<file path="config.mk">
export PLATFORM = sky130hd
export DESIGN_NAME = sexpr_token_lexer
export DESIGN_NICKNAME = d
export VERILOG_FILES = /design/src/rtl/sxl_pkg.sv /design/src/rtl/sxl_front.sv /design/src/rtl/sxl_queue.sv /design/src/rtl/sxl_back.sv /design/src/rtl/sexpr_token_lexer.sv
export SDC_FILE = /design/constraint.sdc
export NUM_CORES = 1
export LEC_CHECK = 0
export BUFFER_PORTS_ARGS = -buffer_cell sky130_fd_sc_hd__buf_4
export CAP_MARGIN = 15
export CORE_ASPECT_RATIO = 0.6
export CORE_UTILIZATION = 40
export DETAILED_ROUTE_END_ITERATION = 10
export HOLD_SLACK_MARGIN = 0.03
export MAX_ROUTING_LAYER = met4
export PLACE_DENSITY = 0.63
export SETUP_SLACK_MARGIN = 0.2
export SLEW_MARGIN = 10
export SYNTH_ARGS = -nofsm -noshare
export SYNTH_HDL_FRONTEND = slang
export SYNTH_SLANG_ARGS = --single-unit
</file>
<file path="constraint.sdc">
create_clock -name clock -period 12.75 [get_ports clock]
set_input_delay 1.275 -clock clock [delete_from_list [all_inputs] [get_ports clock]]
set_output_delay 1.275 -clock clock [all_outputs]
set_load 0.01 [all_outputs]
</file>
<file path="src/rtl/sxl_pkg.sv">
`default_nettype none
// ----------------------------------------------------------------------------
// sxl_pkg
// Shared types and constants for the s-expression token lexer: byte codes,
// token tags, lexer modes and the token transaction that travels between the
// front and back halves.
// ----------------------------------------------------------------------------
package sxl_pkg;

   localparam int START_W = 12;
   localparam int LEN_W   = 13;
   localparam int IDX_W   = 6;

   localparam logic [7:0] CH_LPAREN = 8'h28;
   localparam logic [7:0] CH_RPAREN = 8'h29;
   localparam logic [7:0] CH_PLUS   = 8'h2B;
   localparam logic [7:0] CH_MINUS  = 8'h2D;
   localparam logic [7:0] CH_STAR   = 8'h2A;
   localparam logic [7:0] CH_SLASH  = 8'h2F;
   localparam logic [7:0] CH_QUOTE  = 8'h27;
   localparam logic [7:0] CH_UPPER_A = 8'h41;
   localparam logic [7:0] CH_UPPER_Z = 8'h5A;
   localparam logic [7:0] CH_DIGIT_0 = 8'h30;
   localparam logic [7:0] CH_DIGIT_9 = 8'h39;

   typedef enum logic [2:0] {
      TAG_LPAREN = 3'd0,
      TAG_RPAREN = 3'd1,
      TAG_ADD    = 3'd2,
      TAG_SUB    = 3'd3,
      TAG_MUL    = 3'd4,
      TAG_DIV    = 3'd5,
      TAG_SYM    = 3'd6,
      TAG_NUM    = 3'd7
   } tag_type;

   typedef enum logic [1:0] {
      MODE_IDLE = 2'd0,
      MODE_SYM  = 2'd1,
      MODE_NUM  = 2'd2
   } mode_type;

   typedef struct packed {
      tag_type            tag;
      logic [START_W-1:0] start;
      logic [LEN_W-1:0]   len;
   } tok_type;

   // One queue entry holds every token raised by one input byte.
   typedef struct packed {
      logic [1:0] ntok;
      logic       eos;
      tok_type    tok0;
      tok_type    tok1;
   } entry_type;

endpackage
`default_nettype wire

</file>
<file path="src/rtl/sxl_front.sv">
`default_nettype none
// ----------------------------------------------------------------------------
// sxl_front
// Byte classifier and run tracker. Takes one byte per cycle unless the queue is
// full, closes and opens symbol and number runs and pushes that byte's tokens.
// ----------------------------------------------------------------------------
module sxl_front
   import sxl_pkg::*;
#(
   parameter int MAX_STRING_LEN = 4096
) (
   input  wire logic       clock,
   input  wire logic       reset,
   input  wire logic       req_tvalid,
   output logic            req_tready,
   input  wire logic [7:0] req_tdata,   // [7:0] char_byte
   input  wire logic       req_tlast,   // end_of_string
   input  wire logic       q_full,
   output logic            q_push,
   output entry_type       q_entry
);

   localparam int POS_W = (MAX_STRING_LEN > 2) ? $clog2(MAX_STRING_LEN) : 1;
   localparam int RUN_W = $clog2(MAX_STRING_LEN + 1);

   mode_type           mode_ff, mode_in;
   logic [POS_W-1:0]   pos_ff, pos_in;
   logic [POS_W-1:0]   rstart_ff, rstart_in;
   logic [RUN_W-1:0]   rlen_ff, rlen_in;

   logic               fire;
   logic               is_digit, is_upper, run_cont;
   logic               close_vld, op_vld, flush_vld;
   tag_type            op_tag;
   mode_type           mode2;
   logic [POS_W-1:0]   start2, pos_inc;
   logic [RUN_W-1:0]   len2, len_inc;
   tok_type            tok_a, tok_b, tok_c;

   assign req_tready = !q_full;
   assign fire       = req_tvalid && req_tready;

   always_ff @(posedge clock) begin
      if (reset) begin
         mode_ff   <= MODE_IDLE;
         pos_ff    <= '0;
         rstart_ff <= '0;
         rlen_ff   <= '0;
      end else begin
         mode_ff   <= mode_in;
         pos_ff    <= pos_in;
         rstart_ff <= rstart_in;
         rlen_ff   <= rlen_in;
      end
   end

   always_comb begin
      is_digit = (req_tdata >= CH_DIGIT_0) && (req_tdata <= CH_DIGIT_9);
      is_upper = (req_tdata >= CH_UPPER_A) && (req_tdata <= CH_UPPER_Z);
      run_cont = ((mode_ff == MODE_SYM) && is_upper) || ((mode_ff == MODE_NUM) && is_digit);
      pos_inc  = (pos_ff == POS_W'(MAX_STRING_LEN - 1)) ? pos_ff : pos_ff + 1'b1;
      len_inc  = (rlen_ff == RUN_W'(MAX_STRING_LEN)) ? rlen_ff : rlen_ff + 1'b1;

      // close the open run when this byte falls outside its class
      close_vld = (mode_ff != MODE_IDLE) && !run_cont;
      mode2     = run_cont ? mode_ff : MODE_IDLE;
      start2    = rstart_ff;
      len2      = run_cont ? len_inc : rlen_ff;
      op_vld    = 1'b0;
      op_tag    = TAG_LPAREN;

      if (!run_cont) begin
         case (req_tdata)
            CH_LPAREN: begin
               op_vld = 1'b1;
               op_tag = TAG_LPAREN;
            end
            CH_RPAREN: begin
               op_vld = 1'b1;
               op_tag = TAG_RPAREN;
            end
            CH_PLUS: begin
               op_vld = 1'b1;
               op_tag = TAG_ADD;
            end
            CH_MINUS: begin
               op_vld = 1'b1;
               op_tag = TAG_SUB;
            end
            CH_STAR: begin
               op_vld = 1'b1;
               op_tag = TAG_MUL;
            end
            CH_SLASH: begin
               op_vld = 1'b1;
               op_tag = TAG_DIV;
            end
            CH_QUOTE: begin
               mode2  = MODE_SYM;
               start2 = pos_inc;
               len2   = '0;
            end
            default: begin
               if (is_digit) begin
                  mode2  = MODE_NUM;
                  start2 = pos_ff;
                  len2   = RUN_W'(1);
               end
            end
         endcase
      end

      // flush whatever run is still open on the last byte
      flush_vld = req_tlast && (mode2 != MODE_IDLE);

      tok_a.tag   = (mode_ff == MODE_SYM) ? TAG_SYM : TAG_NUM;
      tok_a.start = START_W'(rstart_ff);
      tok_a.len   = LEN_W'(rlen_ff);
      tok_b.tag   = op_tag;
      tok_b.start = START_W'(pos_ff);
      tok_b.len   = LEN_W'(1);
      tok_c.tag   = (mode2 == MODE_SYM) ? TAG_SYM : TAG_NUM;
      tok_c.start = START_W'(start2);
      tok_c.len   = LEN_W'(len2);

      q_entry.ntok = 2'(close_vld) + 2'(op_vld) + 2'(flush_vld);
      q_entry.eos  = req_tlast;
      q_entry.tok0 = close_vld ? tok_a : (op_vld ? tok_b : tok_c);
      q_entry.tok1 = op_vld ? tok_b : tok_c;
      q_push       = fire && ((q_entry.ntok != 2'd0) || req_tlast);

      mode_in   = mode_ff;
      pos_in    = pos_ff;
      rstart_in = rstart_ff;
      rlen_in   = rlen_ff;
      if (fire) begin
         if (req_tlast) begin
            mode_in   = MODE_IDLE;
            pos_in    = '0;
            rstart_in = '0;
            rlen_in   = '0;
         end else begin
            mode_in   = mode2;
            pos_in    = pos_inc;
            rstart_in = start2;
            rlen_in   = len2;
         end
      end
   end

   property p_pos_restart;
      @(posedge clock) disable iff (reset) (fire && req_tlast) |=> (pos_ff == '0);
   endproperty
   a_pos_restart: assert property (p_pos_restart) else $error("position not cleared");

   property p_len_bound;
      @(posedge clock) disable iff (reset) rlen_ff <= RUN_W'(MAX_STRING_LEN);
   endproperty
   a_len_bound: assert property (p_len_bound) else $error("run length out of range");

endmodule
`default_nettype wire

</file>
<file path="src/rtl/sxl_queue.sv">
`default_nettype none
// ----------------------------------------------------------------------------
// sxl_queue
// Short first-in first-out queue of per-byte token entries between the
// front and back halves.
// ----------------------------------------------------------------------------
module sxl_queue
   import sxl_pkg::*;
#(
   parameter int DEPTH = 4
) (
   input  wire logic      clock,
   input  wire logic      reset,
   input  wire logic      push,
   input  wire entry_type wdata,
   input  wire logic      pop,
   output entry_type      rdata,
   output logic           full,
   output logic           empty
);

   localparam int PTR_W = (DEPTH > 1) ? $clog2(DEPTH) : 1;
   localparam int CNT_W = $clog2(DEPTH + 1);

   entry_type          mem_ff [DEPTH];
   logic [PTR_W-1:0]   wr_ptr_ff, wr_ptr_in;
   logic [PTR_W-1:0]   rd_ptr_ff, rd_ptr_in;
   logic [CNT_W-1:0]   cnt_ff, cnt_in;

   assign full  = (cnt_ff == CNT_W'(DEPTH));
   assign empty = (cnt_ff == '0);
   assign rdata = mem_ff[rd_ptr_ff];

   always_comb begin
      wr_ptr_in = wr_ptr_ff;
      rd_ptr_in = rd_ptr_ff;
      cnt_in    = cnt_ff;
      if (push) begin
         wr_ptr_in = (wr_ptr_ff == PTR_W'(DEPTH - 1)) ? '0 : wr_ptr_ff + 1'b1;
      end
      if (pop) begin
         rd_ptr_in = (rd_ptr_ff == PTR_W'(DEPTH - 1)) ? '0 : rd_ptr_ff + 1'b1;
      end
      if (push && !pop) begin
         cnt_in = cnt_ff + 1'b1;
      end else if (pop && !push) begin
         cnt_in = cnt_ff - 1'b1;
      end
   end

   always_ff @(posedge clock) begin
      if (reset) begin
         wr_ptr_ff <= '0;
         rd_ptr_ff <= '0;
         cnt_ff    <= '0;
      end else begin
         wr_ptr_ff <= wr_ptr_in;
         rd_ptr_ff <= rd_ptr_in;
         cnt_ff    <= cnt_in;
      end
   end

   always_ff @(posedge clock) begin
      if (push) begin
         mem_ff[wr_ptr_ff] <= wdata;
      end
   end

   property p_no_overrun;
      @(posedge clock) disable iff (reset) push |-> !full;
   endproperty
   a_no_overrun: assert property (p_no_overrun) else $error("queue overrun");

   property p_no_underrun;
      @(posedge clock) disable iff (reset) pop |-> !empty;
   endproperty
   a_no_underrun: assert property (p_no_underrun) else $error("queue underrun");

endmodule
`default_nettype wire

</file>
<file path="src/rtl/sxl_back.sv">
`default_nettype none
// ----------------------------------------------------------------------------
// sxl_back
// Token issuer. Drains queue entries one token per cycle unless stalled, numbers
// tokens against the list capacity and holds each result in the output register.
// ----------------------------------------------------------------------------
module sxl_back
   import sxl_pkg::*;
#(
   parameter int MAX_TOKENS = 64
) (
   input  wire logic        clock,
   input  wire logic        reset,
   input  wire entry_type   q_head,
   input  wire logic        q_empty,
   output logic             q_pop,
   output logic             rsp_tvalid,
   input  wire logic        rsp_tready,
   output logic [31:0]      rsp_tdata,  // [11:0] start_offset, [24:12] token_length,
                                        // [30:25] token_index
   output logic [3:0]       rsp_tuser,  // [2:0] token_tag, [3] overflow
   output logic             rsp_tlast   // last_of_run
);

   localparam int CNT_W = $clog2(MAX_TOKENS + 1);

   logic [CNT_W-1:0]   cnt_ff, cnt_in;
   logic               sel_ff, sel_in;
   logic               valid_ff, valid_in;
   tok_type            tok_ff, tok_in;
   logic [IDX_W-1:0]   idx_ff, idx_in;
   logic               ovf_ff, ovf_in;
   logic               last_ff, last_in;
   logic               load;

   assign load = !valid_ff || rsp_tready;

   always_comb begin
      q_pop    = 1'b0;
      cnt_in   = cnt_ff;
      sel_in   = sel_ff;
      valid_in = valid_ff;
      tok_in   = tok_ff;
      idx_in   = idx_ff;
      ovf_in   = ovf_ff;
      last_in  = last_ff;
      if (load) begin
         valid_in = 1'b0;
         if (!q_empty) begin
            if (q_head.ntok == 2'd0) begin
               // end of string with no token: just restart the count
               q_pop  = 1'b1;
               cnt_in = '0;
            end else begin
               valid_in = 1'b1;
               tok_in   = sel_ff ? q_head.tok1 : q_head.tok0;
               last_in  = sel_ff || (q_head.ntok == 2'd1);
               if (cnt_ff < CNT_W'(MAX_TOKENS)) begin
                  idx_in = IDX_W'(cnt_ff);
                  ovf_in = 1'b0;
                  cnt_in = cnt_ff + 1'b1;
               end else begin
                  idx_in = '0;
                  ovf_in = 1'b1;
               end
               if (last_in) begin
                  q_pop  = 1'b1;
                  sel_in = 1'b0;
                  if (q_head.eos) begin
                     cnt_in = '0;
                  end
               end else begin
                  sel_in = 1'b1;
               end
            end
         end
      end
   end

   always_ff @(posedge clock) begin
      if (reset) begin
         cnt_ff   <= '0;
         sel_ff   <= 1'b0;
         valid_ff <= 1'b0;
      end else begin
         cnt_ff   <= cnt_in;
         sel_ff   <= sel_in;
         valid_ff <= valid_in;
      end
   end

   always_ff @(posedge clock) begin
      tok_ff  <= tok_in;
      idx_ff  <= idx_in;
      ovf_ff  <= ovf_in;
      last_ff <= last_in;
   end

   assign rsp_tvalid = valid_ff;
   assign rsp_tdata  = {1'b0, idx_ff, tok_ff.len, tok_ff.start};
   assign rsp_tuser  = {ovf_ff, tok_ff.tag};
   assign rsp_tlast  = last_ff;

   property p_cnt_bound;
      @(posedge clock) disable iff (reset) cnt_ff <= CNT_W'(MAX_TOKENS);
   endproperty
   a_cnt_bound: assert property (p_cnt_bound) else $error("token count out of range");

   property p_ovf_index;
      @(posedge clock) disable iff (reset) (valid_ff && ovf_ff) |-> (idx_ff == '0);
   endproperty
   a_ovf_index: assert property (p_ovf_index) else $error("dropped token carries an index");

endmodule
`default_nettype wire

</file>
<file path="src/rtl/sexpr_token_lexer.sv">
`default_nettype none
// ----------------------------------------------------------------------------
// sexpr_token_lexer
// Byte-serial lexer for a small s-expression language.
// ----------------------------------------------------------------------------
// The block takes one byte of a command string per cycle on the req_ channel
// (tlast marks the last byte) and returns tokens on the rsp_ channel as tag,
// start offset, length, list index and an overflow flag; rsp_tlast marks the
// last token raised by a byte. A byte raises zero, one or two tokens. The
// front half classifies each byte combinationally and writes its tokens to
// a four-entry queue; the back half issues one token per cycle into the
// output register, so input runs at one byte per cycle as long as the output
// keeps up, and the two tokens of a byte leave one after the other. An
// accepted byte's first token passes through the queue and then the output
// register. Token numbering and byte offsets restart after every string;
// tokens past MAX_TOKENS are still reported, flagged as overflow.
// ----------------------------------------------------------------------------
module sexpr_token_lexer
   import sxl_pkg::*;
#(
   parameter int MAX_TOKENS     = 64,
   parameter int MAX_STRING_LEN = 4096
) (
   input  wire logic        clock,
   input  wire logic        reset,
   input  wire logic        req_tvalid,
   output logic             req_tready,
   input  wire logic [7:0]  req_tdata,   // [7:0] char_byte
   input  wire logic        req_tlast,   // end_of_string
   output logic             rsp_tvalid,
   input  wire logic        rsp_tready,
   output logic [31:0]      rsp_tdata,   // [11:0] start_offset, [24:12] token_length,
                                         // [30:25] token_index
   output logic [3:0]       rsp_tuser,   // [2:0] token_tag, [3] overflow
   output logic             rsp_tlast    // last_of_run
);

   localparam int QUEUE_DEPTH = 4;

   logic       q_full, q_empty, q_push, q_pop;
   entry_type  q_wdata, q_head;

   sxl_front #(
      .MAX_STRING_LEN (MAX_STRING_LEN)
   ) u_front (
      .clock      (clock),
      .reset      (reset),
      .req_tvalid (req_tvalid),
      .req_tready (req_tready),
      .req_tdata  (req_tdata),
      .req_tlast  (req_tlast),
      .q_full     (q_full),
      .q_push     (q_push),
      .q_entry    (q_wdata)
   );

   sxl_queue #(
      .DEPTH (QUEUE_DEPTH)
   ) u_queue (
      .clock (clock),
      .reset (reset),
      .push  (q_push),
      .wdata (q_wdata),
      .pop   (q_pop),
      .rdata (q_head),
      .full  (q_full),
      .empty (q_empty)
   );

   sxl_back #(
      .MAX_TOKENS (MAX_TOKENS)
   ) u_back (
      .clock      (clock),
      .reset      (reset),
      .q_head     (q_head),
      .q_empty    (q_empty),
      .q_pop      (q_pop),
      .rsp_tvalid (rsp_tvalid),
      .rsp_tready (rsp_tready),
      .rsp_tdata  (rsp_tdata),
      .rsp_tuser  (rsp_tuser),
      .rsp_tlast  (rsp_tlast)
   );

endmodule
`default_nettype wire

</file>
==> impl_metrics.env, run 1 <==
export IMPL_status="completed"
export IMPL_fin_setup_tns_ns=0
export IMPL_synth_cell_types=71
export IMPL_path_max_fanout=19
export IMPL_power_leakage_nw=5.32
export IMPL_clock_latency_ns=0.58
export IMPL_drt_iter0_markers=796
export IMPL_ant_nets=0
export IMPL_fin_hold_ws_ns=0.483
export IMPL_area_growth_pct=12.2
export IMPL_clk_path_buf_depth=3
export IMPL_drcViolationCount=0
export IMPL_drv_slew=0
export IMPL_cp_end_kind="flip-flop"
export IMPL_crit_required_ns=13.26
export IMPL_root_buffer="clkbuf_16"
export IMPL_syn_mean_instance_area_um2=13.5
export IMPL_power_density_cell_area_mw_per_mm2=175
export IMPL_routedWlPerCell_um=20.5
export IMPL_path_class="input port to flip-flop"
export IMPL_min_path_type="flip-flop to flip-flop"
export IMPL_cts_tree="built"
export IMPL_finalCritPeriodShare_pct=42.7
export IMPL_cts_sinks=329
export IMPL_finalSetupViolCount=0
export IMPL_numCtsBuffers=30
export IMPL_synth_seq_cells=329
export IMPL_cts_setup_buffers=0
export IMPL_die_area_mm2=0.0366
export IMPL_place_area_mm2=0.0151
export IMPL_tightest_slew_ns=1.03
export IMPL_cts_clk_slew_worst_paths_ns=0.06
export IMPL_syn_num_nets=1085
export IMPL_nNetsFinal=1114
export IMPL_synth_async_reset_ratio_pct=0
export IMPL_dr_pass1_iters=5
export IMPL_path_common_cell="fa_1"
export IMPL_final_util_pct=45.7
export IMPL_switching_share_pct=27.2
export IMPL_vias_per_cell=5.60
export IMPL_syn_cell_area_mm2=0.0143
export IMPL_coreArea_mm2=0.0351
export IMPL_pwr_share_comb_pct=20.0
export IMPL_grt_pass1_wl_mm=50.2
export IMPL_placed_cells=1522
export IMPL_htreeDepth=1
export IMPL_die_w_um=246
export IMPL_stdcell_count=1580
export IMPL_relSlewSlack_pct=30.9
export IMPL_hold_viol=0
export IMPL_syn_inst=1060
export IMPL_cp_data_arrival_time_ns=5.95
export IMPL_synth_most_common_cell="edfxtp_1"
export IMPL_start_kind="input port"
export IMPL_synth_top_area_share_pct=57.1
export IMPL_synth_commonest_cells="edfxtp_1, nand2_1, a21oi_1"
export IMPL_p_sw_mw=0.763
export IMPL_rsz0062_at_grt="false"
export IMPL_antenna_cells=0
export IMPL_grt_pass1_vias=8400
export IMPL_crit_family="compound AO/OA/AOI/OAI gates"
export IMPL_dp_hpwl_mm=20.1
export IMPL_initial_core_util_pct=40.7
export IMPL_grt_ovfl_total=0
export IMPL_drive_gt1_share_pct=17.0
export IMPL_io_buffers=50
export IMPL_max_stage_delay_ns=0.84
export IMPL_fp_row_count=53
export IMPL_pwr_share_clk_pct=32.0
export IMPL_internal_power_mw=2.05
export IMPL_grt_usage_pct=18.7
export IMPL_synth_edf_count=272
export IMPL_die_height_um=149
export IMPL_period_needed_ns=5.44
export IMPL_fmax_ghz=0.184
export IMPL_synthFlopType="edfxtp_1"
export IMPL_gp_congestion=0.955
export IMPL_cts_resized_gates=0
export IMPL_synth_seq_area_share_pct=65.0
export IMPL_cp_cell_sequence="buf_4 > or4_1 > o22a_2 > a211oi_4 > inv_2 > fa_1 > a31oi_1 > ha_1 > inv_1 > fa_1 > xor2_1 > or3_1 > a21oi_1"
export IMPL_ir_drop_uv=115
export IMPL_antenna_found_initial=0
export IMPL_routed_wl_mm=32.5
export IMPL_io_pins=52
export IMPL_synth_top_cells_by_area="edfxtp_1, mux4_2, dfxtp_1"
export IMPL_p_seq_share_pct=48.0
export IMPL_holdBufCountCts=0
export IMPL_slowest_stage="a211oi_4"
export IMPL_fin_area_mm2=0.0161
export IMPL_vias=8852
export IMPL_grt_max_degree=60
export IMPL_critical_path_buf_inv_count=3
export IMPL_skew_ns=0.0131
export IMPL_yosysTopAreaCell="edfxtp_1"
export IMPL_yosys_warnings=0
export IMPL_cap_violations=0
[metal layers]
metal | up-vias | wire [um] | global-route usage, %
li1 | 4093 | - | -
met1 | 4397 | 16300 | 29.2
met2 | 313 | 13200 | 25.1
met3 | 49 | 2380 | 3.28
met4 | 0 | 508 | 3.63
met5 | - | 0 | -
[cell families (layout without fill, tap and decap cells)]
kind of cell	count (synthesis)	in the layout	synth area share, %
AND/OR/NAND/NOR	352	352	12.0
flip-flops	329	329	65.0
AO/OA/AOI/OAI	201	201	8.63
buffers and inverters	90	143	2.74
multiplexers	71	71	10.1
adder cells (fa/ha/maj)	12	12	1.15
XOR/XNOR	4	4	0.245
other	1	1	0.0262
[final timing paths]
check,start,endpoint,slack (ns),cells after the start
setup / recovery,req_tdata[4],u_queue.cnt_ff[2],7.31,13
hold / removal,u_front.rstart_ff[5],u_front.rstart_ff[5],0.48,2
setup reg to reg,u_front.mode_ff[1],u_queue.cnt_ff[2],8.11,12
hold reg to reg,u_front.rstart_ff[5],u_front.rstart_ff[5],0.48,2
[power by group through the flow]
stage	logic, mW	registers [mW]	clock network [mW]
6_report	0.562	1.35	0.899
5_1_grt	0.619	1.36	0.957
4_1_cts	0.578	1.35	0.919
3_5_place_dp	0.576	1.37	0
3_3_place_gp	0.568	1.37	0
2_1_floorplan	0.329	1.39	0
[final cells by class]
class | count | area [um2]
Tap cell | 467 | 584
Sequential cell | 329 | 9310
Clock inverter | 16 | 175
Inverter | 24 | 90.1
Multi-Input combinational cell | 641 | 4620
Timing Repair Buffer | 63 | 468
Fill cell | 3097 | 19100
Clock buffer | 40 | 808
[worst register-to-register path: cells and delay by family (launching register included)]
kind / cells / cell delay (ns)
buf+inv: 1 / 0.06
xor+xnor: 1 / 0.17
flops: 1 / 0.38
compound gates: 4 / 1.74
simple gates: 3 / 1.03
fa+ha+maj: 3 / 1.19
[registers in the layout, summed over array words and instances, names as in the netlist, 3 cells and up, named ones only]
register           count
u_front.pos_ff        12
u_front.rlen_ff       13
u_back.idx_ff          6
u_queue.mem_ff       236
u_back.cnt_ff          7
u_front.rstart_ff     12
u_back.rsp_tuser       3
u_queue.cnt_ff         3
u_back.rsp_tdata      25
[per-stage QoR]
| stage | total power, mW | setup slack, ns |
|---|---|---|
| detailed placement | 1.95 | 6.77 |
| floorplan | 1.71 | 7.21 |
| CTS | 2.85 | 7.35 |
| finish | 2.81 | 7.31 |
| global placement | 1.94 | 6.88 |
| global route | 2.94 | 7.11 |
[layout by cell type (no fill, tap or decap), types with 10 or more instances in the layout]
master,count
buf_4,61
a21oi_1,71
nor3_1,17
nor2_1,57
inv_1,21
nand3_1,36
clkbuf_16,30
nand2_1,153
or3_1,17
a31oi_1,13
ha_1,10
dfxtp_1,55
edfxtp_1,272
mux4_2,59
nor2b_1,12
mux2i_1,11
o21ai_0,51
No activity file was read; power rests on OpenSTA's default activity.
==> inputs of run 2 (changes only) <==
clock period = 5.5 ns   (was 12.75 ns; I/O delays follow)
==> run 2 against run 1 <==
Effect of this change: sequential cell count did not move; sequential share of layout area decreased by 0.19 points; clock power up 130%; via count rose by 1.3%; register-to-register slack worse by 6.5 ns; die area did not move.
==> impl_metrics.env, run 2 (synthesized netlist as in run 1, its figures left out) <==
export IMPL_status="completed"
export IMPL_grt_met3_usage_pct=3.72
export IMPL_holdPathEnd="u_back.rsp_tvalid"
export IMPL_hold_start="rsp_tready"
export IMPL_cts_sinks=329
export IMPL_area_growth_pct=12.6
export IMPL_hold_depth=3
export IMPL_vias=8963
export IMPL_relSlewSlack_pct=20.6
export IMPL_fmax_ghz=0.257
export IMPL_reg2regPathDepth=14
export IMPL_die_height_um=149
export IMPL_place_area_mm2=0.0152
export IMPL_cts_clk_slew_worst_paths_ns=0.06
export IMPL_fp_row_count=53
export IMPL_dpl_worst_slack_ns=1.23
export IMPL_io_pins=52
export IMPL_rsz0062_at_grt="false"
export IMPL_largest_register="u_queue.mem_ff"
export IMPL_drcViolationCount=0
export IMPL_fin_area_mm2=0.0161
export IMPL_drv_slew=0
export IMPL_busiest_layer="met1"
export IMPL_path_class="flip-flop to flip-flop"
export IMPL_min_path_type="input port to flip-flop"
export IMPL_cap_violations=0
export IMPL_antenna_found_initial=0
export IMPL_clock_latency_ns=0.58
export IMPL_htreeDepth=1
export IMPL_holdBufCountCts=0
export IMPL_fin_setup_tns_ns=0
export IMPL_final_util_pct=45.8
export IMPL_antenna_cells=0
export IMPL_ant_nets=0
export IMPL_max_stage_delay_ns=0.55
export IMPL_drt_iter0_markers=961
export IMPL_crit_required_ns=6.00
export IMPL_cts_resized_gates=0
export IMPL_finalSetupViolCount=0
export IMPL_die_w_um=246
export IMPL_reg2reg_from="u_front.mode_ff[1]"
export IMPL_tightest_slew_ns=1.18
export IMPL_grt_pass1_vias=8681
export IMPL_ir_drop_uv=254
export IMPL_coreArea_mm2=0.0351
export IMPL_largest_reg_flops=236
export IMPL_drive_gt1_share_pct=17.7
export IMPL_dr_pass1_iters=8
export IMPL_power_leakage_nw=5.38
export IMPL_dp_hpwl_mm=20.8
export IMPL_fin_hold_ws_ns=0.329
export IMPL_stdcell_count=1584
export IMPL_mostFrequentLayoutCells="edfxtp_1, nand2_1, a21oi_1"
export IMPL_slowest_stage="nor3_1"
export IMPL_routed_wl_mm=33.3
export IMPL_io_buffers=50
export IMPL_power_density_cell_area_mw_per_mm2=401
export IMPL_r2r_slack_ns=1.60
export IMPL_cts_setup_buffers=0
export IMPL_grt_max_degree=60
export IMPL_initial_core_util_pct=40.7
export IMPL_cts_tree="built"
export IMPL_report_power_total_mw=6.46
export IMPL_numCtsBuffers=30
export IMPL_skew_ns=0.0125
export IMPL_grt_usage_pct=19.3
export IMPL_path_max_fanout=21
export IMPL_fill_cells=3110
export IMPL_nNetsFinal=1120
export IMPL_cp_end_kind="flip-flop"
export IMPL_grt_ovfl_total=0
export IMPL_routedWlPerCell_um=21.1
export IMPL_cp_data_arrival_time_ns=4.39
export IMPL_die_area_mm2=0.0366
export IMPL_cp_cell_sequence="nand3b_1 > nor3_1 > a21o_1 > buf_4 > o21ai_0 > fa_1 > a31oi_1 > buf_4 > ha_1 > inv_1 > fa_1 > xor2_1 > or3_1 > a21oi_1"
export IMPL_hold_viol=0
export IMPL_met1_usage_pct=30.4
export IMPL_grt_pass1_wl_mm=52.1
export IMPL_grtUsageMet2_pct=25.5
export IMPL_start_kind="flip-flop"
export IMPL_period_needed_ns=3.90
export IMPL_layout_setup_ws_ns=1.60
export IMPL_root_buffer="clkbuf_16"
export IMPL_placed_cells=1529
export IMPL_finalCritPeriodShare_pct=70.9
export IMPL_final_common_cell="edfxtp_1"
export IMPL_gp_congestion=0.962
export IMPL_vias_per_cell=5.66
export IMPL_clk_path_buf_depth=3
export IMPL_regToRegEndpoint="u_queue.cnt_ff[2]"
## run 2: cell types whose count changed in the layout (fill, tap and decap cells not counted), moves of 2 or more
| cell | delta |
|---|---|
| buf_4 | +3 |
| clkbuf_1 | -3 |
| buf_12 | +4 |
| clkinv_2 | +3 |
| clkinv_1 | -2 |
| inv_6 | +2 |
## run 2: area by class of cell
type | instances | area (um2) | area share (%)
Sequential cell | 329 | 9310 | 57.8
Clock buffer | 36 | 783 | 4.86
Timing Repair Buffer | 69 | 566 | 3.51
Tap cell | 467 | 584 | 3.63
Multi-Input combinational cell | 641 | 4620 | 28.7
Clock inverter | 18 | 155 | 0.963
Inverter | 24 | 90.1 | 0.559
## run 2: metal layers
layer	vias to the layer above	routed length, um
met4	0	503
met3	34	2410
li1	4098	-
met5	-	0
met2	308	13300
met1	4523	17100
## run 2: worst max-delay path, delay by kind of cell, from the launching register on
kind                       cells  cell delay (ns)
DFF                            1             0.36
and+or+nand+nor                3             1.03
AOI/OAI and AO/OA              4             0.69
adders and majority gates      3             1.05
xor gates and xnor gates       1             0.18
buffers and inverters          3             0.50
## run 2: worst max path at each step
stage / from / to / slack, ns / depth (start not counted)
2_1_floorplan: req_tdata[1] / u_queue.mem_ff[1][0] / 0.69 / 10
3_3_place_gp: req_tdata[4] / u_queue.cnt_ff[2] / 1.26 / 15
3_5_place_dp: req_tdata[4] / u_queue.cnt_ff[2] / 1.23 / 15
4_1_cts: u_front.mode_ff[1] / u_queue.cnt_ff[2] / 1.62 / 14
5_1_grt: u_front.mode_ff[1] / u_queue.cnt_ff[2] / 1.33 / 14
6_report: u_front.mode_ff[1] / u_queue.cnt_ff[2] / 1.60 / 14
## run 2: power by group
part	internal, mW	total [mW]	leakage [nW]	switching [mW]
logic	0.558	1.32	1.99	0.763
registers	3.01	3.11	2.93	0.101
clock network	1.11	2.03	0.462	0.917
